--- config.mk ---
export PLATFORM = sky130hd
export DESIGN_NAME = scma_ctrl
export DESIGN_NICKNAME = d
export VERILOG_FILES = /design/src/rtl/scma_pkg.sv /design/src/rtl/scma_ctrl.sv
export SDC_FILE = /design/constraint.sdc
export NUM_CORES = 1
export LEC_CHECK = 0
export BUFFER_PORTS_ARGS = -buffer_cell sky130_fd_sc_hd__buf_2
export CORE_AREA = 8 8 45 47
export CTS_CLUSTER_SIZE = 16
export DETAILED_ROUTE_END_ITERATION = 10
export DIE_AREA = 0 0 53 55
export SYNTH_ARGS = -nofsm -noshare
export SYNTH_HDL_FRONTEND = slang
export SYNTH_SLANG_ARGS = --single-unit
--- constraint.sdc ---
create_clock -name clk -period 4.15 [get_ports clk]
set_clock_uncertainty 0.2 [all_clocks]
set_input_delay 0.2075 -clock clk [delete_from_list [all_inputs] [get_ports clk]]
set_output_delay 0.2075 -clock clk [all_outputs]
set_load 0.005 [all_outputs]
--- src/rtl/scma_pkg.sv ---
// Package for the sparse column matrix-vector accumulate block.
// Holds codes, reset constants, controller state type and control structs.
// No dependencies.
`default_nettype none

package scma_pkg;

  localparam logic       REQ_ACCUM = 1'b0;
  localparam logic       REQ_READ  = 1'b1;

  localparam logic [1:0] STATUS_OK    = 2'd0;
  localparam logic [1:0] STATUS_RANGE = 2'd1;
  localparam logic [1:0] STATUS_SAT   = 2'd2;

  localparam logic [10:0] VLEN_RESET = 11'd1024;

  localparam logic signed [39:0] ACC_MAX = {1'b0, {39{1'b1}}};
  localparam logic signed [39:0] ACC_MIN = {1'b1, {39{1'b0}}};

  typedef enum logic [1:0] {
    ST_CLEAR,
    ST_IDLE,
    ST_FETCH,
    ST_EXEC
  } state_t;

  // controller -> datapath
  typedef struct packed {
    logic clr;
    logic load;
    logic fetch;
    logic exec;
  } cmd_t;

  // datapath -> controller
  typedef struct packed {
    logic clr_last;
    logic out_free;
  } stat_t;

endpackage

`default_nettype wire

--- src/rtl/scma_ctrl.sv ---
// Controller FSM: clearing pass, request accept, fetch and commit sequencing.
// Depends on scma_pkg.
`default_nettype none

module scma_ctrl (
  input  wire logic           clk,
  input  wire logic           rst,
  input  wire logic           req_valid,
  output logic                req_ready,
  input  wire scma_pkg::stat_t stat,
  output scma_pkg::cmd_t      cmd
);
  import scma_pkg::*;

  state_t state, state_next;

  always_ff @(posedge clk) begin
    if (rst) begin
      state <= ST_CLEAR;
    end else begin
      state <= state_next;
    end
  end

  always_comb begin
    state_next = state;
    unique case (state)
      ST_CLEAR: begin
        if (stat.clr_last) state_next = ST_IDLE;
      end
      ST_IDLE: begin
        if (req_valid) state_next = ST_FETCH;
      end
      ST_FETCH: begin
        state_next = ST_EXEC;
      end
      ST_EXEC: begin
        if (stat.out_free) state_next = ST_IDLE;
      end
      default: begin
        state_next = ST_CLEAR;
      end
    endcase
  end

  always_comb begin
    cmd       = '0;
    req_ready = 1'b0;
    unique case (state)
      ST_CLEAR: begin
        cmd.clr = 1'b1;
      end
      ST_IDLE: begin
        req_ready = 1'b1;
        cmd.load  = req_valid;
      end
      ST_FETCH: begin
        cmd.fetch = 1'b1;
      end
      ST_EXEC: begin
        cmd.exec = stat.out_free;
      end
      default: begin
        cmd = '0;
      end
    endcase
  end

endmodule

`default_nettype wire

==> out/qor.log <==
qor: outcome.status finished clean
qor: pwr.power.density 496 nW/um^2
qor: grt.grt_start_max_net_pins 5
qor: setup_path.crit_arrival 1740 ps
qor: grt.number_of_antenna_violations_at_the_first_check_in_global_routing 0
qor: placement.dp_worst_setup_slack 2310 ps
qor: synthesis.synth.largest_area_cell sky130_fd_sc_hd__ha_1
qor: synthesis.synth_common_cells 5 x sky130_fd_sc_hd__ha_1, 4 x sky130_fd_sc_hd__inv_1, 2 x sky130_fd_sc_hd__dfxtp_1, 2 x sky130_fd_sc_hd__nand2b_1, 2 x sky130_fd_sc_hd__nor2_1
qor: synthesis.postSynthCellCount 21
qor: setup_path.crit_path_cells inv_1 > ha_1 > a222oi_1 > mux2_1
qor: synthesis.yosysUniqueCellTypes 11
qor: clock_tree.worstSkewPairLatency 220 ps
qor: synthesis.synthesis.nets 31
qor: clock_tree.cts_inserted_buffers 3
qor: synthesis.synthArstFlopShare 0%
qor: die.die_width 53 microns
qor: synthesis.avgSynthCellArea 8.94 sq um
qor: layout.num-nets-final 45
qor: placement.place_inst 46
qor: layout.largest_register state
qor: synthesis.number_of_enable_type_register_cells_in_the_synthesized_netlist 0
qor: die.initial_utilization 13.6%
qor: synthesis.postSynthRegisterBits 2
qor: timing.finalWorstSetupSlack 2310 ps
qor: clock_tree.cts_hold_buffers 0
qor: setup_path.worst-path-buf-inv 1
qor: routing.route.final.wire_length 420 microns
qor: setup_path.startpoint_type flip-flop
qor: timing.transition_time_of_the_tightest_slew_check_pin 472 ps
qor: clock_tree.cts_post_setup_buffers_inserted 0
qor: layout.largest_register_ff_count 2
qor: synthesis.post_synth_instance_area 188 sq um
qor: timing.slew-limit-headroom 68.6%
qor: clock_tree.cts.path.max_buffers 2
qor: pwr.total_leakage_power 0.151 nW
qor: routing.drt-vias-per-instance 3.35
qor: timing.setup_repair_after_global_routing_missed_its_margin false
qor: min_path.hold_path_class in2reg
qor: clock_tree.cts.repair.resized 0
qor: timing.timing.fmax 544 MHz
qor: routing.drtAntennaViolNets 0
qor: setup_path.timing.critical_path.fanout_max 4
qor: layout.largest_registers_ranked_by_flip_flop_count state: 2 flops
qor: grt.grt_util_all_layers 3.66%
qor: layout.drive_above_1_share 42.4%
qor: die.die-area 2920 sq um
qor: synthesis.ys.warnings.count 0
qor: placement.dp_hpwl 350 microns
qor: synthesis.post_synth_main_area_contributors sky130_fd_sc_hd__ha_1 33%, sky130_fd_sc_hd__dfxtp_1 21%, sky130_fd_sc_hd__inv_1 8.0%, sky130_fd_sc_hd__nand2b_1 6.7%, sky130_fd_sc_hd__mux2_1 6.0%
qor: layout.n_fill_cell 159
qor: routing.via_count 164
qor: routing.drc 0
qor: clock_tree.numClockSinks 2
qor: clock_tree.htreeDepth 1
qor: clock_tree.ctsRootBufferMaster sky130_fd_sc_hd__clkbuf_4
qor: die.floorplan.io_pins 10
qor: synthesis.synth_sequential_area_ratio 21.3%
qor: timing.totalNegativeSetupSlack 0 ps
qor: setup_path.critPathCaptureType flip-flop
qor: clock_tree.cts_tree built
qor: flow_run.maxCapViolations 0
qor: layout.num_antenna_cells 0
qor: grt.vias_in_the_first_global_route 178
qor: grt.grt.overflow.total 0
qor: routing.wire_per_inst 8.57 microns
qor: die.floorplan.die.height 55 microns
qor: setup_path.slowest_stage_cell_crit_path sky130_fd_sc_hd__a222oi_1
qor: min_path.hold_depth 3
qor: routing.drtIter0Drc 3
qor: pwr.vdd_ir_drop_max 0.130 mV
qor: synthesis.synthFlopType sky130_fd_sc_hd__dfxtp_1
qor: setup_path.crit_path_depth 4
qor: setup_path.reg2reg_depth 4
qor: timing.timing.final.crit_period 1840 ps
qor: layout.final_cells 49
qor: timing.timing.hold.ws 116 ps
qor: die.core.rowCount 14
qor: timing.setup_violations_final 0
qor: synthesis.synth.top_cell.area_share 33.3%
qor: clock_tree.cts.reportedPaths.clkPinSlew 30 ps
qor: synthesis.synthMostInstantiatedCell sky130_fd_sc_hd__ha_1
qor: timing.slew_viol_final 0
qor: routing.drt_pre_antenna_iters 4
qor: timing.min_period_over_period 44.3%
qor: die.core_area 1380 sq um
qor: pwr.total_power 0.136 mW
qor: setup_path.worst_path_dominant_cell_family compound AO/OA/AOI/OAI gates
qor: timing.hold_viol_final 0
qor: setup_path.cp.required 4050 ps
qor: placement.io_buffer_count 9
qor: placement.place.gp.congestion 0.670
qor: setup_path.criticalPathCategory reg2reg
qor: setup_path.max_stage_delay 460 ps
qor: layout.areaGrowthSynthToFinish 46.7%
qor: grt.first_pass_grt_wire_length 683 microns
-- layout by cell type (no fill, tap or decap) --
master                       Yosys  layout
sky130_fd_sc_hd__mux2_1          1       1
sky130_fd_sc_hd__nand2b_1        2       2
sky130_fd_sc_hd__ha_1            5       5
sky130_fd_sc_hd__buf_2           0       9
sky130_fd_sc_hd__dfxtp_1         2       2
sky130_fd_sc_hd__nor2_1          2       2
sky130_fd_sc_hd__and2_1          1       1
sky130_fd_sc_hd__clkinvlp_2      1       1
sky130_fd_sc_hd__a222oi_1        1       1
sky130_fd_sc_hd__clkbuf_4        0       3
sky130_fd_sc_hd__and2_2          1       1
sky130_fd_sc_hd__inv_1           4       4
sky130_fd_sc_hd__mux2i_1         1       1
-- final timing paths --
path | slack, ps | from | end
worst max-delay path | 2310 | state[0]$_SDFFE_PP0P_ | state[0]$_SDFFE_PP0P_
worst min-delay path | 120 | rst | state[1]$_SDFFE_PP0P_
worst max register to register | 2310 | state[0]$_SDFFE_PP0P_ | state[0]$_SDFFE_PP0P_
worst min register to register | 320 | state[1]$_SDFFE_PP0P_ | state[1]$_SDFFE_PP0P_
-- area by class of cell --
class,count,area [sq um],area share [%]
clock buffers,3,22.5,8.18
inverters,5,20.0,7.27
multi-input cells,14,128,46.4
flip-flops and latches,2,40.0,14.5
well taps,16,20.0,7.27
repair buffers,9,45.0,16.4
-- stage by stage --
step                util [%]  area (sq um)
floorplan                  -           188
global route            19.9           275
global placement        18.3           253
CTS                     19.9           275
detailed placement      18.3           253
finish                  19.9           275
-- worst min-delay path, delay by kind of cell --
family	cells	cell delay (ps)
buf+inv	1	110
simple gates	1	100
mux	1	60
-- routing by layer --
metal / part of all wire, % / up-vias / track usage (%)
li1: - / 91 / -
met1: 40 / 62 / 3.63
met2: 35 / 9 / 3.52
met3: 23 / 2 / 2.67
met4: 1.2 / 0 / 6.47
met5: 0 / - / 0
-- logic make-up after synthesis --
family	count (synthesis)	share of synthesized area (%)
AOI/OAI and AO/OA	1	5.33
adders and majority gates	5	33.3
buffers and inverters	5	10.7
DFF	2	21.3
muxes	2	11.3
and+or+nand+nor	6	18.0
-- report_power, final --
| part | internal (mW) | switching (mW) | total (mW) | leakage, nW |
|---|---|---|---|---|
| Combinational | 0.0316 | 0.0295 | 0.0610 | 0.121 |
| Clock | 0.0318 | 0.0103 | 0.0421 | 0.0138 |
| Sequential | 0.0261 | 0.00715 | 0.0333 | 0.0166 |
| Total | 0.0895 | 0.0469 | 0.136 | 0.151 |
Power figures use the tool's default switching activity.
